`src/rtl/core/scrp_pkg.sv`:
```
package scrp_pkg;

    // Default scan length limit
    localparam int MAX_BEAMS_DEF = 2048;

    // CORDIC word: x, y and z share one signed width
    localparam int CW       = 36;
    localparam int CORDIC_N = 24;

    typedef logic signed [CW-1:0] t_cw;

    localparam t_cw C_PI  = 36'sd1686629713;
    localparam t_cw C_HPI = 36'sd843314857;
    localparam t_cw C_2PI = 36'sd3373259426;
    localparam t_cw C_K   = 36'sd652032874;

    // Register indexes
    localparam logic [2:0] REG_THR   = 3'd0;
    localparam logic [2:0] REG_MINB  = 3'd1;
    localparam logic [2:0] REG_EXP   = 3'd2;
    localparam logic [2:0] REG_TOL   = 3'd3;
    localparam logic [2:0] REG_START = 3'd4;
    localparam logic [2:0] REG_STEP  = 3'd5;

    // Register reset values
    localparam logic [15:0]        RST_THR   = 16'd8000;
    localparam logic [11:0]        RST_MINB  = 12'd5;
    localparam logic [16:0]        RST_EXP   = 17'd600;
    localparam logic [16:0]        RST_TOL   = 17'd150;
    localparam logic signed [31:0] RST_START = -32'sd1686629713;
    localparam logic [29:0]        RST_STEP  = 30'd3123374;

    // Result status codes
    localparam logic [1:0] ST_FOUND   = 2'd0;
    localparam logic [1:0] ST_FEW     = 2'd1;
    localparam logic [1:0] ST_SPACING = 2'd2;

    // Request to the shared CORDIC unit
    typedef struct packed {
        logic start;
        logic vec;
    } t_cord_req;

    // Arctangent of 2^-i, radians Q2.29
    function automatic logic [29:0] f_atan(input logic [4:0] i);
        logic [29:0] v;
        case (i)
            5'd0:    v = 30'd421657428;
            5'd1:    v = 30'd248918915;
            5'd2:    v = 30'd131521918;
            5'd3:    v = 30'd66762579;
            5'd4:    v = 30'd33510843;
            5'd5:    v = 30'd16771758;
            5'd6:    v = 30'd8387925;
            5'd7:    v = 30'd4194219;
            5'd8:    v = 30'd2097141;
            5'd9:    v = 30'd1048575;
            5'd10:   v = 30'd524288;
            5'd11:   v = 30'd262144;
            5'd12:   v = 30'd131072;
            5'd13:   v = 30'd65536;
            5'd14:   v = 30'd32768;
            5'd15:   v = 30'd16384;
            5'd16:   v = 30'd8192;
            5'd17:   v = 30'd4096;
            5'd18:   v = 30'd2048;
            5'd19:   v = 30'd1024;
            5'd20:   v = 30'd512;
            5'd21:   v = 30'd256;
            5'd22:   v = 30'd128;
            5'd23:   v = 30'd64;
            default: v = 30'd0;
        endcase
        return v;
    endfunction

endpackage

```
`src/rtl/core/scrp_cordic.sv`:
```
module scrp_cordic (
    input  logic                i_clk,
    input  logic                i_rst_n,
    input  scrp_pkg::t_cord_req i_req,
    input  scrp_pkg::t_cw       i_x,
    input  scrp_pkg::t_cw       i_y,
    input  scrp_pkg::t_cw       i_z,
    output logic                o_done,
    output scrp_pkg::t_cw       o_x,
    output scrp_pkg::t_cw       o_y,
    output scrp_pkg::t_cw       o_z
);
    import scrp_pkg::*;

    logic       r_busy;
    logic       r_done;
    logic       r_vec;
    logic [4:0] r_it;
    t_cw        r_x;
    t_cw        r_y;
    t_cw        r_z;

    t_cw  w_xs;
    t_cw  w_ys;
    t_cw  w_at;
    logic w_up;

    // One micro-rotation: floor shifts, direction from z or from y
    always_comb begin
        w_xs = r_x >>> r_it;
        w_ys = r_y >>> r_it;
        w_at = t_cw'(f_atan(r_it));
        w_up = r_vec ? !(r_y > 0) : !r_z[CW-1];
    end

    always_ff @(posedge i_clk) begin
        if (!i_rst_n) begin
            r_busy <= 1'b0;
            r_done <= 1'b0;
            r_vec  <= 1'b0;
            r_it   <= 5'd0;
        end else begin
            r_done <= 1'b0;
            if (i_req.start) begin
                r_busy <= 1'b1;
                r_vec  <= i_req.vec;
                r_it   <= 5'd0;
            end else if (r_busy) begin
                r_it <= r_it + 5'd1;
                if (r_it == 5'(CORDIC_N - 1)) begin
                    r_busy <= 1'b0;
                    r_done <= 1'b1;
                end
            end
        end
    end

    // Load on start, iterate while busy
    always_ff @(posedge i_clk) begin
        if (i_req.start) begin
            r_x <= i_x;
            r_y <= i_y;
            r_z <= i_z;
        end else if (r_busy) begin
            r_x <= w_up ? r_x - w_ys : r_x + w_ys;
            r_y <= w_up ? r_y + w_xs : r_y - w_xs;
            r_z <= w_up ? r_z - w_at : r_z + w_at;
        end
    end

    assign o_done = r_done;
    assign o_x    = r_x;
    assign o_y    = r_y;
    assign o_z    = r_z;

endmodule

```
`config.mk`:
```
export PLATFORM = sky130hd
export DESIGN_NAME = scrp_cordic
export DESIGN_NICKNAME = d
export VERILOG_FILES = /design/src/rtl/core/scrp_pkg.sv /design/src/rtl/core/scrp_cordic.sv
export SDC_FILE = /design/constraint.sdc
export NUM_CORES = 1
export LEC_CHECK = 0
export BUFFER_PORTS_ARGS = -buffer_cell sky130_fd_sc_hd__buf_4
export CELL_PAD_IN_SITES_DETAIL_PLACEMENT = 0
export CELL_PAD_IN_SITES_GLOBAL_PLACEMENT = 2
export CORE_ASPECT_RATIO = 0.7
export CORE_MARGIN = 5
export CORE_UTILIZATION = 26
export CTS_BUF_LIST = sky130_fd_sc_hd__clkbuf_8
export DETAILED_ROUTE_END_ITERATION = 6
export PLACE_DENSITY_LB_ADDON = 0.15
export SLEW_MARGIN = 25
export SYNTH_ARGS = -nofsm -noshare
export SYNTH_HDL_FRONTEND = slang
export SYNTH_SLANG_ARGS = --single-unit
```
`constraint.sdc`:
```
create_clock -name i_clk -period 7.3 [get_ports i_clk]
set_input_delay 0.73 -clock i_clk [delete_from_list [all_inputs] [get_ports i_clk]]
set_output_delay 0.73 -clock i_clk [all_outputs]
set_load 0.01 [all_outputs]
```
==> results of run 1 <==
-- sequential cells by signal, indices dropped and copies added, names as in the netlist --
name / count
o_done: 1
o_x: 36
o_y: 36
o_z: 36
r_busy: 1
r_it: 5
r_vec: 1
w_at: 29
-- report_power, final --
group / internal (mW) / switching (mW) / leakage (nW) / total [mW]
registers: 1.44 / 0.849 / 1.41 / 2.28
logic: 5.02 / 6.26 / 7.93 / 11.3
clock network: 0.388 / 0.450 / 0.228 / 0.838
-- final cells by class --
cell class	count	area, um2
sequential	145	4000
fill	7871	49400
antenna	1	2.50
clock buffer	18	248
inverter	57	214
timing repair buffer	453	3540
multi-input combinational	1941	14400
tap	977	1220
clock inverter	14	201
-- worst min-delay path by stage --
stage                        from     end  slack (ns)  cells after the start
after detailed placement   r_busy  o_done        0.61                      2
after floorplan             r_vec   r_vec        0.52                      2
final                     i_rst_n   r_vec        0.39                      2
after global routing      i_rst_n   r_vec        0.37                      2
after global placement     r_busy  o_done        0.59                      2
after CTS                 i_rst_n   r_vec        0.32                      2
-- kinds of logic (layout without fill, tap and decap cells) --
kind of cell	Yosys count	in the layout	share of synthesized area, %
xor gates and xnor gates	183	183	8.44
and+or+nand+nor	688	688	17.4
other	0	1	0
muxes	213	213	16.0
adders and majority gates	119	119	7.88
buffers and inverters	190	542	4.55
AOI/OAI and AO/OA	738	738	24.9
DFF	145	145	20.8
-- per-stage QoR --
stage | power (mW) | hold slack (ns)
floorplan | 9.02 | 0.519
global placement | 13.5 | 0.593
detailed placement | 13.4 | 0.613
CTS | 14.3 | 0.315
global route | 15.6 | 0.366
finish | 14.4 | 0.391
-- metal layers --
metal / vias to the layer above / wire length (um) / global-route usage [%]
met4: 8 / 2310 / 6.03
met1: 9939 / 49500 / 36.4
met5: - / 103 / 0
met2: 827 / 38200 / 31.9
met3: 122 / 9130 / 7.78
li1: 9349 / - / -
-- synth_stat cells, types with 35 or more instances --
cell / number / area [um2]
nand2_1: 246 / 923
o21ai_0: 186 / 931
a21oi_1: 181 / 906
nor2_1: 154 / 578
ha_1: 116 / 1450
edfxtp_1: 108 / 3240
mux2i_1: 100 / 1000
xnor2_1: 96 / 841
xor2_1: 86 / 753
clkbuf_1: 74 / 278
mux4_2: 71 / 1600
a21o_1: 58 / 435
inv_1: 53 / 199
nand3_1: 52 / 260
nor3_1: 46 / 230
mux2_2: 42 / 473
dfxtp_1: 37 / 741
nand2b_1: 35 / 219
o22ai_1: 35 / 219
-- critical path, stage by stage, from the launching register on --
cell and delay (ns):
edfxtp_1 0.65, buf_4 0.28, nor4_1 0.53, nand4_1 0.13, o311ai_0 0.69, buf_4 0.25
o21a_2 0.29, buf_12 0.25, nor2_1 0.09, xnor2_1 0.26, ha_1 0.34, and3_1 0.23
a221oi_1 0.40, o211ai_1 0.32, a221oi_1 0.69, o211ai_1 0.28, nand2_1 0.16, o21ai_0 0.25
or4_1 0.54, nand3_1 0.09
-- what timing repair did --
action	CTS	global route
gates resized for setup	0	4
buffers inserted	0	11
endpoints found under the setup margin	0	2
==> impl_metrics.yaml, run 1 <==
status:
  outcome: "finished clean"
placement:
  place_inst: 3562
  dp_hpwl_um: 78300
  portBuffers: 220
  placed_cell_area_um2: 23200
  globalplace.congestion: 0.974
  dp_slack_ns: 0.302
critical_path:
  crit_end: "o_z[34]"
  worst-path-max-fanout: 39
  worstSetupStartpointType: "flop"
  required_ns: 7.75
  startpoint: "o_y[34]"
  rrSetupSlack_ns: 0.40
  cp.arrival_ns: 7.35
  r2r_start: "o_y[34]"
  r2r_cells: 19
  r2r_end: "o_z[34]"
  end_kind: "flop"
  worst-setup-path-type: "reg2reg"
sta:
  fmax_mhz: 145
  slew_headroom_pct: 28.5
  hold_violations: 0
  post-route-min-period_ns: 6.90
  slew_viol_final: 0
  rsz0062_at_grt: "false"
  skew_ns: 0.0311
  worst_slack_ns: 0.398
  fin_setup_tns_ns: 0
  worst_pin_slew_ns: 1.06
  period_share_pct: 94.5
  setup_viol: 0
floorplanning:
  start_util_pct: 26.2
  chipWidth_um: 335
  die_h_um: 237
  die-area_um2: 79400
  coreArea_um2: 73200
  ioPinCount: 221
  rows: 83
drt:
  drtAntennaViolNets: 0
  first_pass_iters: 6
  routedWlPerCell_um: 27.5
  drt_iter0_drc: 2166
  num_vias: 20200
  routed_via_density: 5.61
  drc_errors: 0
  routed_wl_um: 99200
clocking:
  cts_buffer_depth: 2
  cts.reportedPaths.clkPinSlew_ns: 0.10
  clock-sinks: 145
  clock_latency_ns: 0.61
  cts_tree: "yes"
  cts_buffers: 17
  htreeDepth: 4
  cts_root_buffer: "clkbuf_8"
  hold_buffers: 0
cells_and_area:
  fin_area_um2: 23800
  area_delta_synth_final_pct: 24.0
  final_common_cell: "buf_4"
  fin_cells: 3606
  nets: 2846
  drive_above_1_share_pct: 24.9
  final_cell_mix: "buf_4, nand2_1, o21ai_0"
  fin_util_pct: 32.5
logic_synthesis:
  yosysWarnings: 0
  synth_edf_count: 108
  avgSynthCellArea_um2: 8.43
  ys_seq_elements: 145
  syn_area_um2: 19200
  synth_seq_area_share_pct: 20.8
  synth_cell_types: 96
  synthArstFlopShare_pct: 0
  syn-num-nets: 2507
  synthCells: 2276
  synth_flop_cell: "edfxtp_1"
global_routing:
  grt_pass1_vias: 19400
  grt_max_degree: 81
  antenna_found_initial: 3
  overflow: 0
  grt_pass1_wl_um: 140000
  grt.total_usage_pct: 23.9
min_path:
  holdCritPathClass: "in2reg"
power:
  peakVddDrop_v: 0.000264
  leakagePower_nw: 9.56
  p_per_area_nw_per_um2: 606
flow_run:
  max_cap_viol_count: 0
No activity file was read; power rests on OpenSTA's default activity.
==> run 2, diff against run 1 <==
ABC_AREA = 1   (was not set)
CTS_CLUSTER_SIZE = 12   (was not set)
==> run 2 against run 1 <==
Utilization shrank 2.0 points; non-clock buffer count shrank 208; clock-buffer cell count rose by 1; synthesized cell count is 37% higher; critical endpoint is now o_z[35]; highest routed layer is now met4; flip-flop and latch count unchanged; first-iteration DRC count is essentially flat; setup slack improved by 0.72 ns.
==> impl_metrics.yaml, run 2 <==
clocking:
  cts_setup_buffers: 0
  cts_root_buffer: "clkbuf_8"
  htreeDepth: 4
  cts_buffers: 17
  hold_buffers: 0
  cts.reportedPaths.clkPinSlew_ns: 0.11
  clock-sinks: 145
  clock_latency_ns: 0.59
  cts_buffer_depth: 2
  post_cts_resized: 0
  cts_tree: "yes"
sta:
  fmax_mhz: 162
  slew_headroom_pct: 27.3
  skew_ns: 0.0235
  post-route-min-period_ns: 6.18
  worst_pin_slew_ns: 1.09
  fin_setup_tns_ns: 0
  worst_slack_ns: 1.12
  setup_viol: 0
  slew_viol_final: 0
  hold_slack_ns: 0.404
  period_share_pct: 84.7
  hold_violations: 0
  rsz0062_at_grt: "false"
floorplanning:
  die-area_um2: 78600
  coreArea_um2: 72000
  die_h_um: 236
  start_util_pct: 26.4
  ioPinCount: 221
  rows: 82
  chipWidth_um: 333
cells_and_area:
  area_delta_synth_final_pct: 15.5
  fin_util_pct: 30.5
  nets: 3501
  drive_above_1_share_pct: 12.3
  final_common_cell: "nand2_1"
  final_cell_mix: "nand2_1, nand3_1, inv_1"
  fin_area_um2: 21900
power:
  p_sw_share_pct: 59.6
  leakagePower_nw: 10.4
  p_int_mw: 5.15
  p_switching_mw: 7.61
  clockPowerShare_pct: 6.0
  p_per_area_nw_per_um2: 581
  p_seq_share_pct: 15.9
  peakVddDrop_v: 0.000211
  power.share.combinational_pct: 78.1
min_path:
  holdCritPathClass: "in2reg"
global_routing:
  grt_pass1_wl_um: 137000
  grt_pass1_vias: 21100
  antenna_found_initial: 0
  grt.total_usage_pct: 22.6
  overflow: 0
  grt_max_degree: 79
critical_path:
  cp_slowest_stage_delay_ns: 0.84
  cp.arrival_ns: 6.52
  worst-setup-path-type: "reg2reg"
  required_ns: 7.63
  path_cells: "nor2_1, nand2_1, nor4_1, nand4_1, nand3_1, o21ai_4, buf_4, inv_1, buf_4, nor2_1, nor2_1, xor2_1, ha_1, nand2_1, nor2_1, inv_1, nor4_2, nand3_1, nand3_1, a21boi_0, a21oi_1, nor2_1"
  end_kind: "flop"
  cpMostUsedCell: "nor2_1"
  worst-path-max-fanout: 33
  worstSetupStartpointType: "flop"
  cp_top_family: "simple AND/OR/NAND/NOR gates"
  cp_num_buf_inv: 4
  slowest_stage: "nor4_2"
placement:
  globalplace.congestion: 0.908
  dp_hpwl_um: 74100
  placed_cell_area_um2: 21500
  dp_slack_ns: 1.21
  portBuffers: 220
drt:
  routed_wl_um: 91500
  num_vias: 21900
  drtAntennaViolNets: 0
  routedWlPerCell_um: 21.5
  drc_errors: 0
  first_pass_iters: 6
  drt_iter0_drc: 2167
  routed_via_density: 5.16
logic_synthesis:
  synth_most_common_cell: "nand2_1"
  synth_flop_cell: "edfxtp_1"
  syn_area_um2: 19000
  synth_area_leaders: "nand2_1, edfxtp_1, nand3_1"
  synth_seq_area_share_pct: 21.0
  ys_seq_elements: 145
  avgSynthCellArea_um2: 6.08
  synth.top_cell.area_share_pct: 19.1
  synthArstFlopShare_pct: 0
  synth_top_cells_by_count: "nand2_1, nand3_1, inv_1"
  synth_cell_types: 50
  syn-num-nets: 3355
  synthCells: 3124
  synth_edf_count: 108
  yosysWarnings: 0
  netlist.top_cell.by_area: "nand2_1"
status:
  outcome: "finished clean"
flow_run:
  max_cap_viol_count: 0
==> run 2: area by class of cell <==
type	instances	area [um2]
fill	8307	50100
multi-input combinational	2606	13500
sequential	145	3990
timing repair buffer	245	1890
tap	966	1210
inverter	255	958
clock buffer	19	262
clock inverter	13	146
antenna	1	2.50
==> run 2: worst reg2reg max path, cell delays in order (launching register included) <==
cell and delay, ns:
edfxtp_1 0.63, nor2_1 0.18, nand2_1 0.08, nor4_1 0.57
nand4_1 0.16, nand3_1 0.15, o21ai_4 0.08, buf_4 0.25
inv_1 0.16, buf_4 0.42, nor2_1 0.16, nor2_1 0.21
xor2_1 0.10, ha_1 0.36, nand2_1 0.13, nor2_1 0.13
inv_1 0.09, nor4_2 0.85, nand3_1 0.47, nand3_1 0.41
a21boi_0 0.18, a21oi_1 0.15, nor2_1 0.05
==> run 2: cell families (layout without fill, tap and decap cells) <==
family          Yosys count  in the layout  share of synthesized area (%)
flops                   145            145                           21.0
xor+xnor                110            110                           5.07
compound gates          442            442                           13.3
fa+ha+maj               119            119                           7.96
simple gates           1935           1935                           44.6
other cells               0              1                              0
buf+inv                 373            532                           8.15
==> run 2: power groups by stage <==
stage                     clock network (mW)  registers, mW  logic (mW)
final                                  0.761           2.03        9.97
after global routing                   0.811           2.06        11.2
after CTS                              0.801           2.03        9.94
after detailed placement                   0           2.05        9.88
after global placement                     0           2.05        9.95
after floorplan                            0           1.79        6.59
==> run 2: stage by stage <==
stage	std cells	power (mW)
after detailed placement	4217	11.9
after global placement	4217	12.0
final	4250	12.8
after CTS	4249	12.8
after global routing	4249	14.0
after floorplan	3124	8.38
==> run 2: final timing paths <==
kind	start	endpoint	slack, ns	depth (start not counted)
setup / recovery	o_y[28]	o_z[35]	1.12	22
hold / removal	i_x[16]	o_x[16]	0.40	3
setup reg to reg	o_y[28]	o_z[35]	1.12	22
hold reg to reg	r_busy	o_done	0.63	2
==> run 2: layer usage <==
layer  part of all wire, %  vias up  track usage [%]
li1                      -    10800                -
met1                    53    10400             35.7
met2                    41      626             32.6
met3                   4.7       72             2.51
met4                   1.5        0             4.66
met5                     0        -                0
==> run 3, diff against run 2 <==
clock period = 5 ns   (was 7.3 ns; I/O delays follow)
==> run 3 against run 2 <==
Via count grew 6.8%; clock power rose by 38%; die area unchanged; utilization up 4.3 points; clock skew increased by 0.0071 ns; sequential power grew 32%; setup slack got worse by 0.96 ns; critical path depth up 8; largest cell class unchanged.
==> impl_metrics.yaml, run 3 (synthesis results as in run 2) <==
critical_path:
  cp.arrival_ns: 5.21
  r2r_cells: 30
  cp_slowest_stage_delay_ns: 0.40
  rrSetupSlack_ns: 0.15
  end_kind: "flop"
  required_ns: 5.36
  r2r_end: "o_y[35]"
  r2r_start: "r_it[0]"
  startpoint: "r_it[0]"
  worst-setup-path-type: "reg2reg"
  worstSetupStartpointType: "flop"
  slowest_stage: "dfxtp_4"
  worst-path-max-fanout: 37
placement:
  dp_hpwl_um: 82000
  portBuffers: 220
  placed_cell_area_um2: 23900
  globalplace.congestion: 0.948
global_routing:
  antenna_found_initial: 2
  grt_max_degree: 71
  grt.total_usage_pct: 24.2
  overflow: 0
  grt_pass1_vias: 21800
  grt_pass1_wl_um: 144000
drt:
  routedWlPerCell_um: 21.6
  routed_via_density: 5.11
  routed_wl_um: 98800
  first_pass_iters: 6
  num_vias: 23400
  drt_iter0_drc: 2241
  drtAntennaViolNets: 0
  drc_errors: 0
power:
  p_per_area_nw_per_um2: 906
  leakagePower_nw: 12.1
  power_mw: 22.7
  peakVddDrop_v: 0.000303
sta:
  setup_viol: 0
  skew_ns: 0.0306
  slew_headroom_pct: 41.6
  fmax_mhz: 206
  hold_slack_ns: 0.142
  worst_pin_slew_ns: 0.869
  period_share_pct: 96.9
  post-route-min-period_ns: 4.85
  slew_viol_final: 0
  hold_violations: 0
  fin_setup_tns_ns: 0
  rsz0062_at_grt: "true"
cells_and_area:
  final_cell_mix: "nand2_1, buf_4, nand3_1"
  fill_cells: 8103
  drive_above_1_share_pct: 23.2
  fin_area_um2: 25000
  area_delta_synth_final_pct: 31.9
  fin_util_pct: 34.8
  final_common_cell: "nand2_1"
  nets: 3832
clocking:
  cts_root_buffer: "clkbuf_8"
  htreeDepth: 4
  cts.reportedPaths.clkPinSlew_ns: 0.12
  clock_latency_ns: 0.62
  cts_tree: "yes"
  cts_buffer_depth: 2
  hold_buffers: 0
  clock-sinks: 145
  cts_buffers: 17
floorplanning:
  rows: 82
  start_util_pct: 26.4
  chipWidth_um: 333
  ioPinCount: 221
  die_h_um: 236
  coreArea_um2: 72000
  die-area_um2: 78600
min_path:
  holdCritPathClass: "in2reg"
  hold_start: "i_x[30]"
  whs_path_depth: 3
  holdPathEnd: "o_x[30]"
status:
  outcome: "finished clean"
flow_run:
  max_cap_viol_count: 0
==> run 3: repair_timing <==
item | in CTS | in global routing
setup buffers | 3 | 20
pin swaps | 0 | 17
endpoints found under the setup margin | 38 | 49
gates resized for setup | 9 | 128
==> run 3: how the worst max path moves through the flow <==
stage	end	cells past startpoint
after floorplan	o_x[25]	25
after CTS	o_x[31]	22
after global placement	o_y[26]	24
after global routing	o_y[35]	32
final	o_y[35]	30
after detailed placement	o_x[31]	22
==> run 3: where the power goes <==
group / switching (mW) / total [mW] / internal, mW
Clock: 0.682 / 1.05 / 0.369
Combinational: 11.2 / 19.0 / 7.74
Sequential: 0.678 / 2.68 / 2.00
==> run 3: final cells by class <==
cell class	count	area, um2	share of cell area, %
Antenna cell	1	2.50	0.00999
Clock buffer	17	234	0.934
Clock inverter	15	141	0.564
Inverter	255	961	3.84
Multi-Input combinational cell	2606	14000	55.9
Sequential cell	145	3990	15.9
Tap cell	966	1210	4.83
Timing Repair Buffer	576	4500	18.0
==> run 3: metrics by stage <==
step / instances / worst slack, ns
final: 4581 / 0.154
after global routing: 4581 / -0.0967
after CTS: 4560 / 0.00668
after detailed placement: 4525 / -0.326
after global placement: 4525 / -0.390
after floorplan: 3124 / 0.872
==> run 3: worst max-delay path: cells and delay by family (launching register included) <==
family | cells | cell delay [ns]
flops | 1 | 0.40
compound gates | 6 | 1.03
fa+ha+maj | 2 | 0.43
xor+xnor | 1 | 0.29
buf+inv | 7 | 0.84
simple gates | 14 | 1.53
==> run 3: routing by layer <==
metal	track usage (%)	routed length, um	part of all wire [%]
met3	3.83	5970	6.0
met1	39.5	53600	54
met5	0	0	0
met4	3.94	1200	1.2
met2	32.9	38000	38
